### src/rtl/core/oaht_pkg.sv
// ----------------------------------------------------------------------------
// oaht_pkg
// Shared types and codes for the open-addressing hash table core: request
// actions, response status codes, slot kinds and the store interface records.
// ----------------------------------------------------------------------------
package oaht_pkg;

   localparam int unsigned SLOTS_DEF = 256;

   localparam int unsigned KEY_W  = 32;
   localparam int unsigned DATA_W = 64;
   localparam int unsigned ACT_W  = 2;
   localparam int unsigned STAT_W = 2;
   localparam int unsigned KIND_W = 2;

   // Request actions.
   localparam logic [ACT_W-1:0] ACT_GET = 2'd0;
   localparam logic [ACT_W-1:0] ACT_SET = 2'd1;
   localparam logic [ACT_W-1:0] ACT_DEL = 2'd2;

   // Response status codes.
   localparam logic [STAT_W-1:0] STAT_OK   = 2'd0;
   localparam logic [STAT_W-1:0] STAT_MISS = 2'd1;
   localparam logic [STAT_W-1:0] STAT_FULL = 2'd2;

   // Slot kinds.
   localparam logic [KIND_W-1:0] KIND_EMPTY = 2'd0;
   localparam logic [KIND_W-1:0] KIND_LIVE  = 2'd1;
   localparam logic [KIND_W-1:0] KIND_TOMB  = 2'd2;

   typedef struct packed {
      logic              kind_we;
      logic              entry_we;
      logic [KIND_W-1:0] kind;
      logic [KEY_W-1:0]  key;
      logic [DATA_W-1:0] data;
   } wr_cmd_type;

   typedef struct packed {
      logic [KIND_W-1:0] kind;
      logic [KEY_W-1:0]  key;
      logic [DATA_W-1:0] data;
   } rd_data_type;

endpackage

### src/rtl/core/oaht_ctrl.sv
// ----------------------------------------------------------------------------
// oaht_ctrl
// Request sequencer: clearing pass, start-slot reduction, linear probe over
// the slot store one slot per cycle, and the final update and response.
// ----------------------------------------------------------------------------
module oaht_ctrl #(
   parameter int unsigned SLOTS = oaht_pkg::SLOTS_DEF,
   localparam int unsigned IDX_W = $clog2(SLOTS)
) (
   input  logic                           clock,
   input  logic                           reset,
   input  logic                           start,
   output logic                           busy,
   input  logic [oaht_pkg::ACT_W-1:0]     req_action,
   input  logic [oaht_pkg::KEY_W-1:0]     req_key_id,
   input  logic [oaht_pkg::KEY_W-1:0]     req_key_hash,
   input  logic [oaht_pkg::DATA_W-1:0]    req_data_in,
   input  oaht_pkg::rd_data_type          rd_data,
   output logic [IDX_W-1:0]               rd_addr,
   output logic [IDX_W-1:0]               wr_addr,
   output oaht_pkg::wr_cmd_type           wr_cmd,
   output logic                           rsp_valid,
   output logic [oaht_pkg::STAT_W-1:0]    rsp_status,
   output logic [oaht_pkg::DATA_W-1:0]    rsp_data_out,
   output logic                           rsp_new_key
);
   import oaht_pkg::*;

   localparam int unsigned CNT_W   = $clog2(SLOTS + 1);
   localparam int unsigned LIM_W   = CNT_W + 3;
   localparam int unsigned RECIP_W = KEY_W + 1;
   localparam int unsigned PROD_W  = KEY_W + RECIP_W;
   localparam int unsigned SHIFT   = KEY_W + IDX_W;
   localparam int unsigned QUO_W   = PROD_W - SHIFT;
   localparam bit          POW2    = (SLOTS & (SLOTS - 1)) == 0;

   localparam logic [IDX_W-1:0]   LAST  = IDX_W'(SLOTS - 1);
   localparam logic [CNT_W-1:0]   BOUND = CNT_W'(SLOTS - 1);
   localparam logic [LIM_W-1:0]   LIMIT = LIM_W'(3 * SLOTS);
   localparam logic [RECIP_W-1:0] RECIP =
      RECIP_W'(((64'd1 << SHIFT) + 64'(SLOTS) - 64'd1) / 64'(SLOTS));

   localparam logic [2:0] S_CLEAR  = 3'd0;
   localparam logic [2:0] S_IDLE   = 3'd1;
   localparam logic [2:0] S_MOD    = 3'd2;
   localparam logic [2:0] S_PROBE  = 3'd3;
   localparam logic [2:0] S_FINISH = 3'd4;
   localparam logic [2:0] S_MUL    = 3'd5;

   logic [2:0]        state_ff, state_in;
   logic [IDX_W-1:0]  addr_ff, addr_in;
   logic              chk_vld_ff, chk_vld_in;
   logic [IDX_W-1:0]  chk_idx_ff, chk_idx_in;
   logic [CNT_W-1:0]  cnt_ff, cnt_in;
   logic [IDX_W-1:0]  start_idx_ff, start_idx_in;
   logic              have_tomb_ff, have_tomb_in;
   logic [IDX_W-1:0]  tomb_ff, tomb_in;
   logic [IDX_W-1:0]  slot_ff, slot_in;
   logic [KIND_W-1:0] slot_kind_ff, slot_kind_in;
   logic [DATA_W-1:0] hit_data_ff, hit_data_in;
   logic [ACT_W-1:0]  act_ff, act_in;
   logic [KEY_W-1:0]  key_ff, key_in;
   logic [KEY_W-1:0]  hash_ff, hash_in;
   logic [DATA_W-1:0] data_ff, data_in;
   logic [PROD_W-1:0] prod_ff, prod_in;
   logic [CNT_W-1:0]  used_ff, used_in;
   logic              rsp_valid_ff, rsp_valid_in;
   logic [STAT_W-1:0] rsp_status_ff, rsp_status_in;
   logic [DATA_W-1:0] rsp_data_ff, rsp_data_in;
   logic              rsp_new_ff, rsp_new_in;

   logic [QUO_W-1:0]  quot;
   logic [KEY_W-1:0]  rem_val;
   logic [IDX_W-1:0]  req_start;
   logic              full;
   logic              is_empty, is_hit, is_tomb, at_bound, stop;
   logic              tomb_now;
   logic [IDX_W-1:0]  tomb_idx;

   function automatic logic [IDX_W-1:0] wrap_inc(input logic [IDX_W-1:0] a);
      logic [IDX_W-1:0] r;
      if (a == LAST) begin
         r = '0;
      end else begin
         r = a + 1'b1;
      end
      return r;
   endfunction

   // The rounded-up reciprocal gives hash / SLOTS exactly for every 32-bit
   // hash; the remainder then follows from one constant multiply and subtract.
   assign quot    = prod_ff[PROD_W-1:SHIFT];
   assign rem_val = hash_ff - (KEY_W'(quot) * KEY_W'(SLOTS));

   assign req_start = req_key_hash[IDX_W-1:0];
   assign full      = ((LIM_W'(used_ff) + LIM_W'(1)) << 2) > LIMIT;

   assign is_empty = rd_data.kind == KIND_EMPTY;
   assign is_hit   = (rd_data.kind == KIND_LIVE) && (rd_data.key == key_ff);
   assign is_tomb  = rd_data.kind == KIND_TOMB;
   assign at_bound = cnt_ff == BOUND;
   assign stop     = is_empty || is_hit || at_bound;
   assign tomb_now = have_tomb_ff || is_tomb;
   assign tomb_idx = have_tomb_ff ? tomb_ff : chk_idx_ff;

   always_comb begin
      state_in      = state_ff;
      addr_in       = addr_ff;
      chk_vld_in    = chk_vld_ff;
      chk_idx_in    = chk_idx_ff;
      cnt_in        = cnt_ff;
      start_idx_in  = start_idx_ff;
      have_tomb_in  = have_tomb_ff;
      tomb_in       = tomb_ff;
      slot_in       = slot_ff;
      slot_kind_in  = slot_kind_ff;
      hit_data_in   = hit_data_ff;
      act_in        = act_ff;
      key_in        = key_ff;
      hash_in       = hash_ff;
      data_in       = data_ff;
      prod_in       = prod_ff;
      used_in       = used_ff;
      rsp_valid_in  = 1'b0;
      rsp_status_in = rsp_status_ff;
      rsp_data_in   = rsp_data_ff;
      rsp_new_in    = rsp_new_ff;
      rd_addr       = addr_ff;
      wr_addr       = slot_ff;
      wr_cmd        = '0;

      case (state_ff)
         S_CLEAR: begin
            wr_addr       = addr_ff;
            wr_cmd.kind_we = 1'b1;
            wr_cmd.kind    = KIND_EMPTY;
            addr_in       = wrap_inc(addr_ff);
            if (addr_ff == LAST) begin
               state_in = S_IDLE;
            end
         end
         S_IDLE: begin
            rd_addr = req_start;
            if (start) begin
               act_in       = req_action;
               key_in       = req_key_id;
               hash_in      = req_key_hash;
               data_in      = req_data_in;
               cnt_in       = '0;
               have_tomb_in = 1'b0;
               rsp_data_in  = '0;
               rsp_new_in   = 1'b0;
               if (((req_action == ACT_GET || req_action == ACT_DEL) && used_ff != '0) ||
                   (req_action == ACT_SET && !full)) begin
                  if (POW2) begin
                     // The first slot is read in this very cycle.
                     state_in     = S_PROBE;
                     chk_vld_in   = 1'b1;
                     chk_idx_in   = req_start;
                     start_idx_in = req_start;
                     addr_in      = wrap_inc(req_start);
                  end else begin
                     state_in = S_MUL;
                  end
               end else begin
                  rsp_valid_in  = 1'b1;
                  rsp_status_in = (req_action == ACT_SET) ? STAT_FULL : STAT_MISS;
               end
            end
         end
         S_MUL: begin
            prod_in  = PROD_W'(hash_ff) * PROD_W'(RECIP);
            state_in = S_MOD;
         end
         S_MOD: begin
            state_in     = S_PROBE;
            addr_in      = rem_val[IDX_W-1:0];
            start_idx_in = rem_val[IDX_W-1:0];
            chk_vld_in   = 1'b0;
         end
         S_PROBE: begin
            // Reads run one slot ahead of the check; the extra read is dropped.
            chk_idx_in = addr_ff;
            addr_in    = wrap_inc(addr_ff);
            chk_vld_in = 1'b1;
            if (chk_vld_ff) begin
               cnt_in = cnt_ff + 1'b1;
               if (is_tomb && !have_tomb_ff) begin
                  have_tomb_in = 1'b1;
                  tomb_in      = chk_idx_ff;
               end
               if (stop) begin
                  state_in    = S_FINISH;
                  chk_vld_in  = 1'b0;
                  hit_data_in = rd_data.data;
                  if (is_hit) begin
                     slot_in      = chk_idx_ff;
                     slot_kind_in = KIND_LIVE;
                  end else if (is_empty) begin
                     slot_in      = have_tomb_ff ? tomb_ff : chk_idx_ff;
                     slot_kind_in = have_tomb_ff ? KIND_TOMB : KIND_EMPTY;
                  end else begin
                     slot_in      = tomb_now ? tomb_idx : start_idx_ff;
                     slot_kind_in = tomb_now ? KIND_TOMB : KIND_EMPTY;
                  end
               end
            end
         end
         S_FINISH: begin
            state_in     = S_IDLE;
            rsp_valid_in = 1'b1;
            case (act_ff)
               ACT_GET: begin
                  if (slot_kind_ff == KIND_LIVE) begin
                     rsp_status_in = STAT_OK;
                     rsp_data_in   = hit_data_ff;
                  end else begin
                     rsp_status_in = STAT_MISS;
                  end
               end
               ACT_SET: begin
                  wr_cmd.kind_we  = 1'b1;
                  wr_cmd.entry_we = 1'b1;
                  wr_cmd.kind     = KIND_LIVE;
                  wr_cmd.key      = key_ff;
                  wr_cmd.data     = data_ff;
                  rsp_status_in   = STAT_OK;
                  rsp_new_in      = slot_kind_ff != KIND_LIVE;
                  if (slot_kind_ff == KIND_EMPTY) begin
                     used_in = used_ff + 1'b1;
                  end
               end
               ACT_DEL: begin
                  if (slot_kind_ff == KIND_LIVE) begin
                     wr_cmd.kind_we = 1'b1;
                     wr_cmd.kind    = KIND_TOMB;
                     rsp_status_in  = STAT_OK;
                  end else begin
                     rsp_status_in = STAT_MISS;
                  end
               end
               default: begin
                  rsp_status_in = STAT_MISS;
               end
            endcase
         end
         default: begin
            state_in = S_IDLE;
         end
      endcase
   end

   always_ff @(posedge clock) begin
      if (reset) begin
         state_ff     <= S_CLEAR;
         addr_ff      <= '0;
         chk_vld_ff   <= 1'b0;
         cnt_ff       <= '0;
         have_tomb_ff <= 1'b0;
         used_ff      <= '0;
         rsp_valid_ff <= 1'b0;
      end else begin
         state_ff     <= state_in;
         addr_ff      <= addr_in;
         chk_vld_ff   <= chk_vld_in;
         cnt_ff       <= cnt_in;
         have_tomb_ff <= have_tomb_in;
         used_ff      <= used_in;
         rsp_valid_ff <= rsp_valid_in;
      end
   end

   always_ff @(posedge clock) begin
      chk_idx_ff    <= chk_idx_in;
      start_idx_ff  <= start_idx_in;
      tomb_ff       <= tomb_in;
      slot_ff       <= slot_in;
      slot_kind_ff  <= slot_kind_in;
      hit_data_ff   <= hit_data_in;
      act_ff        <= act_in;
      key_ff        <= key_in;
      hash_ff       <= hash_in;
      data_ff       <= data_in;
      prod_ff       <= prod_in;
      rsp_status_ff <= rsp_status_in;
      rsp_data_ff   <= rsp_data_in;
      rsp_new_ff    <= rsp_new_in;
   end

   assign busy         = state_ff != S_IDLE;
   assign rsp_valid    = rsp_valid_ff;
   assign rsp_status   = rsp_status_ff;
   assign rsp_data_out = rsp_data_ff;
   assign rsp_new_key  = rsp_new_ff;

endmodule

### config.mk
export PLATFORM = sky130hd
export DESIGN_NAME = oaht_ctrl
export DESIGN_NICKNAME = d
export VERILOG_FILES = /design/src/rtl/core/oaht_pkg.sv /design/src/rtl/core/oaht_ctrl.sv
export SDC_FILE = /design/constraint.sdc
export NUM_CORES = 1
export LEC_CHECK = 0
export BUFFER_PORTS_ARGS = -buffer_cell sky130_fd_sc_hd__buf_2
export CAP_MARGIN = 20
export CORE_MARGIN = 5
export CORE_UTILIZATION = 51
export CTS_CLUSTER_SIZE = 14
export DETAILED_ROUTE_END_ITERATION = 8
export GPL_TIMING_DRIVEN = 0
export HOLD_SLACK_MARGIN = 0.15
export PLACE_DENSITY = 0.86
export SLEW_MARGIN = 20
export SYNTH_ARGS = -nofsm -noshare
export SYNTH_HDL_FRONTEND = slang
export SYNTH_SLANG_ARGS = --single-unit
### constraint.sdc
create_clock -name clock -period 8.4 [get_ports clock]
set_input_delay 0 -clock clock [delete_from_list [all_inputs] [get_ports clock]]
set_output_delay 0 -clock clock [all_outputs]
set_load 0.02 [all_outputs]
# After elaboration in Yosys (flattened, before gate mapping)
# Cells that the tools add are included.
# word_totals
wordCells	154
latch_bits	0
ff_bits	303
out_inout_bits	185
in_bits	231
memories	0
rom_bits	0
ramBits	0
# op_classes
bitwise_logic	0
div	0
add_sub_neg	6
shifts	0
n_eq_ne	28
mux	61
mul	0
n_reduce_logical	38
magnitude_cmp	1
# ops
op	count
64-bit 2-to-1 mux	3
96-bit 2-to-1 mux	2
64-bit one-hot mux with 2 select lines	1
8-bit 2-to-1 mux	12
32-bit equality test	1
8-bit one-hot mux with 2 select lines	2
3-bit AND reduction	10
8-bit one-hot mux with 3 select lines	1
9-bit by 1-bit adder with 9-bit output, second input constant	2
9-bit 2-to-1 mux	2
9-bit one-hot mux with 2 select lines	1
8-bit by 1-bit adder with 8-bit output, second input constant	2
8-bit equality test, second input constant	2
2-bit 2-to-1 mux	8
2-bit != test, second input constant	8
3-bit 2-to-1 mux	5
3-bit one-hot mux with 5 select lines	1
1-bit 2-to-1 mux	14
12-bit by 10-bit greater-than comparator with 1-bit output, second input constant	1
2-bit one-hot mux with 2 select lines	3
9-bit by 1-bit adder with 10-bit output, second input constant	1
1-bit one-hot mux with 2 select lines	5
9-bit by 8-bit equality test with 1-bit output, second input constant	1
9-bit nonzero test	1
20 further kinds	45

# Depth between registers and ports, before layout
# Gate-level depths: netlist of the first run.
# logic_depth
word_depth	8
mapped_depth	9
ltp_nobuf	8

# Least setup slack after synthesis of the first run
# No wires, ideal clock.
# synth_path
path_type	reg-to-reg
startpoint	reg state_ff[0]
endpoint	reg rsp_data_ff[0] (netlist: rsp_data_out[0]), enable pin
stages_incl_launch_ff	5
t_required_ns	7.826
t_arrival_ns	5.416
n_path_buf	1
setup_ns	0.574
setup_slack_ns	2.410
synth_period_minus_slack_ns	5.990
path_cell_list	dfxtp_1 > clkbuf_1 > nor2_1 > nand2_1 > o21ai_0
# synth_via
elab_chain_cells	3
word_cells_on_any_way	7
cone_classes	eq/ne: 5; reduce/logical: 2
# synth_rtl
item	line_no	text
start: declaration	oaht_ctrl.sv:50	logic [2:0] state_ff, state_in;
start signal: assignment	oaht_ctrl.sv:263	state_ff <= state_in;
3-bit equality test / 3-bit by 1-bit equality test with 1-bit output (equally long branches)	oaht_ctrl.sv:132	case (state_ff)
2-bit by 1-bit != test with 1-bit output (no line) (tied with other cells)	n/a	
4-bit AND reduction (no line) *	n/a	
end signal: assignment	oaht_ctrl.sv:286	rsp_data_ff <= rsp_data_in;
end: declaration	oaht_ctrl.sv:69	logic [DATA_W-1:0] rsp_data_ff, rsp_data_in;
# Every way passes the cells marked *; elsewhere a longest branch is shown, timed or not.
# A chain may end at the register's enable or synchronous reset.

# Worst setup path after layout of the first run
# layout_path
startpoint	reg key_ff[12]
endpoint	reg hit_data_ff[29], enable pin
# layout_via
elab_chain_cells	5
# layout_rtl
item	line_no	text
start: declaration	oaht_ctrl.sv:62	logic [KEY_W-1:0] key_ff, key_in;
start signal: assignment	oaht_ctrl.sv:281	key_ff <= key_in;
32-bit equality test	oaht_ctrl.sv:99	assign is_hit = (rd_data.kind == KIND_LIVE) && (rd_data.key == key_ff);
1-bit logical AND	oaht_ctrl.sv:99	
1-bit logical OR (2 in series)	oaht_ctrl.sv:102	assign stop = is_empty || is_hit || at_bound;
3-bit AND reduction (no line)	n/a	
end signal: assignment	oaht_ctrl.sv:279	hit_data_ff <= hit_data_in;
end: declaration	oaht_ctrl.sv:60	logic [DATA_W-1:0] hit_data_ff, hit_data_in;
# No other way between the ends.

==> results of run 1 <==
[layout by cell type, fill, tap and decap left out, types with 9 or more instances in the layout]
cell type,netlist,layout
and2_1,99,99
clkbuf_16,0,31
ha_1,10,10
nand2_1,73,73
nor2b_1,9,9
buf_2,3,394
edfxtp_1,271,271
xnor2_1,38,38
nand3b_1,12,12
and3_1,68,68
a21oi_1,23,22
dfxtp_1,32,32
clkbuf_1,36,46
o21ai_0,11,10
xor2_1,13,13
nand4_1,20,20
nor2_1,56,56
dlygate4sd3_1,0,282
nand3_1,15,15
inv_1,18,17
mux2_2,18,18
[cell type report]
class                   instances  area share [%]
flip-flops and latches        303            45.7
repair buffers                679            25.7
multi-input cells             555            18.9
clock buffers                  44            4.45
well taps                     324            2.11
clock inverters                14            1.48
plain buffers                  50            1.27
inverters                      18           0.378
diodes                          2          0.0261
[sequential cells by signal, indices dropped and copies added, names as in the netlist, 9 cells and up]
signal	count
rsp_data_out	64
key_ff	32
used_ff	9
data_ff	64
cnt_ff	9
hit_data_ff	64
[worst min path at each step]
stage	from	end	slack [ps]
2_1_floorplan	req_action[0]	act_ff[0]	100
3_3_place_gp	req_data_in[51]	data_ff[51]	180
3_5_place_dp	rd_data[0]	hit_data_ff[0]	180
4_1_cts	req_data_in[39]	data_ff[39]	150
5_1_grt	rd_data[20]	hit_data_ff[20]	150
6_report	req_data_in[43]	data_ff[43]	150
[where the power goes]
part,switching [W],total (W),internal [W]
Sequential,0.00000364,0.00164,0.00163
Clock,0.000608,0.00156,0.000956
Combinational,0.0000856,0.000225,0.000139
Total,0.000698,0.00343,0.00273
[worst max-delay path, cell delays in order, from the launching register on]
cell and delay [ps]:
edfxtp_1 460, xnor2_1 420, nand4_1 210, nor4_1 350, nand3_1 370, buf_2 330, a21oi_4 540, buf_16 250
buf_16 180
[logic make-up (layout without fill, tap and decap cells)]
kind of cell	Yosys count	in the layout
other	0	2
AOI/OAI and AO/OA	81	81
DFF	303	303
adders and majority gates	10	10
buffers and inverters	68	805
muxes	23	23
and+or+nand+nor	390	390
xor gates and xnor gates	51	51
[stage by stage]
stage	cells	total power (W)	setup slack (ps)	hold WS [ps]
floorplan	926	0.00170	2410	98.9
global placement	1641	0.00177	621	176
detailed placement	1647	0.00177	5250	178
CTS	1985	0.00338	5180	151
global route	1989	0.00351	4870	152
finish	1989	0.00343	4970	155
[routing by layer]
| layer | GRT usage (%) | vias up | wire, um |
|---|---|---|---|
| met1 | 38.0 | 5407 | 16200 |
| met2 | 57.5 | 919 | 23600 |
| met5 | 0 | - | 0 |
| met4 | 17.1 | 0 | 3350 |
| met3 | 7.02 | 199 | 4760 |
| li1 | - | 4826 | - |
[what timing repair did]
item,4_1_cts,5_1_grt
hold buffers,280,2
endpoints found under the setup margin,0,0
endpoints found under the hold margin,230,2
==> flow_summary.yaml, run 1 <==
finish:
  final_util_pct: 78.8
  multiInputGateArea_sq_mm: 0.00362
  final_nets: 1879
  area_growth_pct: 51.4
  layout.area.seq_sq_mm: 0.00878
  post-route-cell-area_sq_mm: 0.0192
  n_fill_cell: 1300
  drive_above_1_share_pct: 30.1
die:
  die-area_sq_mm: 0.0281
  dieHeight_um: 168
  io_pins: 416
  coreArea_sq_mm: 0.0244
  row_count: 57
  die_w_um: 168
  initial_core_util_pct: 52.0
routing:
  drc: 0
  dr.pass1.iters: 6
  totalWireLength_mm: 47.9
  dr.first_iter.drc_count: 1478
  wl_per_cell_um: 24.1
  via_count: 11351
  viasPerCell: 5.71
  final_antenna_net_count: 0
job:
  drv_cap: 0
sta:
  rsz0062_at_grt: "no"
  fin_tns_setup_ps: 0
  final_hold_viol_count: 0
  period_share_pct: 40.8
  maxSlewViolCount: 0
  final-setup-viol-count: 0
  worstMarginPinSlew_ps: 855
  fin_skew_ps: 13.9
  slew_headroom_pct: 42.8
  clock.fmax_mhz: 292
  period_minus_slack_ps: 3430
global_route:
  grt_start_max_net_pins: 66
  antenna_found_initial: 3
  grt_overflow: 0
  grt_pass1_vias: 11738
  grt_pass1_wl_mm: 71.4
  grt_usage_pct: 32.9
setup_path:
  reg2reg_setup_slack_ps: 4970
  critPathKind: "reg -> reg"
  cp.required_ps: 8670
  crit_start: "key_ff[12]"
  cp_max_fo: 21
  critPathLaunchType: "flop"
  r2r_cells: 8
  arrival_ps: 3700
  end_kind: "flop"
  r2r-start: "key_ff[12]"
  worstReg2RegEnd: "hit_data_ff[29]"
  critPathCapture: "hit_data_ff[29]"
logic_synthesis:
  synth.area.mux_share_pct: 1.99
  synth-edff-count: 271
  syn_avg_cell_area_sq_um: 13.7
  yosys.area.top_type: "edfxtp_1"
  ys_types: 62
  ys_top_cells_by_count: "edfxtp_1 (271), and2_1 (99), nand2_1 (73), and3_1 (68), nor2_1 (56)"
  synthAdderAreaFrac_pct: 0.986
  synth-compound-area-share_pct: 4.66
  synth_xor_area_share_pct: 3.52
  yosys-top-cells-area: "edfxtp_1 (64%), dfxtp_1 (5.0%), and2_1 (4.9%)"
  yosys.area_share.simple_pct: 17.2
  synth.most_common_cell: "edfxtp_1"
  synth_warnings: 0
  synth_seq_cells: 303
  synthArstFlopShare_pct: 0
  synth.top_cell.area_share_pct: 64.1
  syn_area_sq_mm: 0.0127
  synth_cells: 926
  ys.flop_type: "edfxtp_1"
  syn_nets: 1167
  synth_top_family_by_area: "simple AND/OR/NAND/NOR gates"
  seq_area_frac_synth_pct: 69.2
hold_path:
  hold_depth: 2
  hold_class: "in -> reg"
pwr:
  p_leak_nw: 7.90
  power_density_mw_per_mm2: 178
  vdd_ir_drop_max_uv: 174
place:
  dpl.hpwl_mm: 26.2
  placed_area_sq_mm: 0.0152
  routabilityCongestion: 0.964
  io_buffer_count: 391
clocking:
  cts-htree-levels: 1
  cts.clk_slew.worst_paths_ps: 70
  clkSinkCount: 303
  cts_buffers: 31
  cts_root_buf: "clkbuf_16"
  post_cts_buffers: 0
  postCtsResizedCells: 0
  cts_max_path_buffers: 3
  tritoncts: "done"
  clk_latency_ps: 570
run_status:
  status: "complete, no violations"
No activity file was read; power rests on OpenSTA's default activity.
==> run 2: changes to the inputs <==
--- a/config.mk
+++ b/config.mk
@@ -5,15 +5,16 @@
 export SDC_FILE = /design/constraint.sdc
 export NUM_CORES = 1
 export LEC_CHECK = 0
+export ABC_AREA = 1
 export BUFFER_PORTS_ARGS = -buffer_cell sky130_fd_sc_hd__buf_2
 export CAP_MARGIN = 20
 export CORE_MARGIN = 5
-export CORE_UTILIZATION = 51
+export CORE_UTILIZATION = 46
 export CTS_CLUSTER_SIZE = 14
 export DETAILED_ROUTE_END_ITERATION = 8
 export GPL_TIMING_DRIVEN = 0
 export HOLD_SLACK_MARGIN = 0.15
-export PLACE_DENSITY = 0.86
+export PLACE_DENSITY = 0.82
 export SLEW_MARGIN = 20
 export SYNTH_ARGS = -nofsm -noshare
 export SYNTH_HDL_FRONTEND = slang
==> constraint.sdc (replaced) <==
create_clock -name clock -period 3 [get_ports clock]
set_input_delay 0 -clock clock [delete_from_list [all_inputs] [get_ports clock]]
set_output_delay 0 -clock clock [all_outputs]
set_load 0.02 [all_outputs]
==> run 2 against run 1 <==
Clock power rose to 2.7 times the previous value. Final cell count up 14%. Total power rose to 2.7 times the previous value. Wire length down 12%. Core utilization down 12 points. Setup slack worse by 4700 ps. Non-clock buffer count down 108. Critical path depth up 1. Critical path type is now reg -> out. Critical endpoint is now wr_cmd[91].
==> flow_summary.yaml, run 2 <==
sta:
  fin_skew_ps: 19.7
  fin_tns_setup_ps: 0
  worstMarginPinSlew_ps: 1090
  period_share_pct: 92.0
  period_minus_slack_ps: 2760
  slew_headroom_pct: 27.1
  clock.fmax_mhz: 362
  maxSlewViolCount: 0
  final_hold_viol_count: 0
  final-setup-viol-count: 0
finish:
  layout_common_cells: "buf_2 (394), edfxtp_1 (271), nand2_1 (260), nor2_1 (231), dlygate4sd3_1 (182)"
  drive_above_1_share_pct: 26.3
  final_nets: 2104
  final_common_cell: "buf_2"
  n_fill_cell: 1963
  area_growth_pct: 42.8
die:
  die-area_sq_mm: 0.0317
  io_pins: 416
  coreArea_sq_mm: 0.0279
  die_w_um: 178
  row_count: 61
  initial_core_util_pct: 46.6
  dieHeight_um: 178
global_route:
  grt_overflow: 0
  grt_pass1_vias: 11926
  grt_start_max_net_pins: 49
  grt_pass1_wl_mm: 63.9
  antenna_found_initial: 1
  grt_usage_pct: 26.1
pwr:
  p_leak_nw: 7.86
  vdd_ir_drop_max_uv: 392
  power.total_w: 0.00924
  power_density_mw_per_mm2: 498
logic_synthesis:
  synth-edff-count: 271
  synthArstFlopShare_pct: 0
  synth_seq_cells: 303
  syn_avg_cell_area_sq_um: 10.4
  yosys.area.top_type: "edfxtp_1"
  seq_area_frac_synth_pct: 67.6
  synthAdderAreaFrac_pct: 0.964
  synth.area.mux_share_pct: 0
  yosys.area_share.simple_pct: 18.8
  synth_warnings: 0
  synth.most_common_cell: "edfxtp_1"
  synth_cells: 1246
  synth-compound-area-share_pct: 4.74
  synth_top_family_by_area: "simple AND/OR/NAND/NOR gates"
  synth_xor_area_share_pct: 1.21
  syn_nets: 1487
  ys_top_cells_by_count: "edfxtp_1 (271), nand2_1 (261), nor2_1 (232), inv_1 (174), o21ai_0 (63)"
  yosys-top-cells-area: "edfxtp_1 (63%), nand2_1 (7.5%), nor2_1 (6.7%)"
  ys_types: 44
  syn_area_sq_mm: 0.0130
  ys.flop_type: "edfxtp_1"
  synth.top_cell.area_share_pct: 62.7
routing:
  wl_per_cell_um: 18.6
  final_antenna_net_count: 0
  drc: 0
  via_count: 11484
  dr.first_iter.drc_count: 995
  dr.pass1.iters: 8
  viasPerCell: 5.06
  totalWireLength_mm: 42.2
clocking:
  cts-htree-levels: 2
  tritoncts: "done"
  cts_max_path_buffers: 3
  cts_buffers: 34
  cts_root_buf: "clkbuf_16"
  cts.clk_slew.worst_paths_ps: 60
  clkSinkCount: 303
  clk_latency_ps: 510
setup_path:
  critPathLaunchType: "flop"
  cp_max_fo: 19
  critPathKind: "reg -> out"
  end_kind: "output port"
  cp.required_ps: 3000
  arrival_ps: 2760
run_status:
  status: "complete, no violations"
job:
  drv_cap: 0
hold_path:
  hold_class: "in -> reg"
place:
  io_buffer_count: 391
  dpl.hpwl_mm: 28.3
  routabilityCongestion: 0.954
run 2: cell count changes after synthesis, moves of 52 or more:
cell,change
and3_1,-66
nand2_1,+188
o21ai_0,+52
nor2_1,+176
inv_1,+156
and2_1,-98
run 2: cell type report:
type / count / area (sq um) / share of cell area (%)
tap: 378 / 473 / 2.55
clock inverter: 21 / 236 / 1.28
timing repair buffer: 582 / 3940 / 21.3
sequential: 303 / 8780 / 47.4
multi-input combinational: 723 / 3370 / 18.2
buffer: 39 / 179 / 0.965
antenna: 2 / 5.00 / 0.0270
clock buffer: 40 / 873 / 4.71
inverter: 180 / 679 / 3.67
run 2: logic make-up (layout without fill, tap and decap cells):
logic type	Yosys count	after routing
and+or+nand+nor	587	587
other	0	2
xor gates and xnor gates	18	18
adders and majority gates	10	10
DFF	303	303
buffers and inverters	220	862
AOI/OAI and AO/OA	108	108
run 2: where the power goes:
group          leakage, nW  internal [W]  switching (W)  total, W
clock network        0.543       0.00246        0.00170   0.00416
registers             2.59       0.00457     0.00000373   0.00458
logic                 4.73      0.000295       0.000205  0.000500
total                 7.86       0.00733        0.00191   0.00924
run 2: worst max-delay path: stages, from the launching register on:
cell and delay (ps):
edfxtp_1 410, inv_1 100, ha_1 140, clkbuf_1 250
inv_1 90, nor2_1 270, inv_1 190, clkbuf_2 340
nor2_1 250, buf_2 210
run 2: through the flow:
stage	utilization (%)	cells	setup WS [ps]	cell area (sq um)	hold WS, ps
final	66.5	2268	240	18500	200
after global routing	66.5	2267	-1.56	18500	186
after CTS	66.4	2264	79.8	18500	165
after detailed placement	55.9	2022	87.5	15600	178
after global placement	55.3	2015	-945	15400	176
after floorplan	-	1246	34.5	13000	62.4
run 2: path summary, 6_finish.rpt:
kind / startpoint / to / slack, ps / cells after the start
setup / recovery: act_ff[1] / wr_cmd[91] / 240 / 9
hold / removal: req_data_in[21] / data_ff[21] / 200 / 2
setup reg to reg: key_ff[12] / hit_data_ff[37] / 240 / 11
hold reg to reg: chk_idx_ff[4] / tomb_ff[4] / 490 / 0
run 2: repair_timing:
| item | 4_1_cts | 5_1_grt |
|---|---|---|
| hold buffers | 182 | 0 |
| endpoints found under the hold margin | 218 | 0 |
| endpoints found under the setup margin | 3 | 64 |
| pin swaps | 0 | 1 |
| setup buffers | 0 | 2 |
| cloned | 0 | 0 |
| gates resized for setup | 0 | 6 |
run 2: layer usage:
metal / share of wire (%) / GRT usage [%] / routed length, um
met1: 38 / 30.7 / 15900
met2: 49 / 45.5 / 20500
met3: 9.1 / 6.14 / 3830
met4: 4.5 / 11.6 / 1920
met5: 0 / 0 / 0
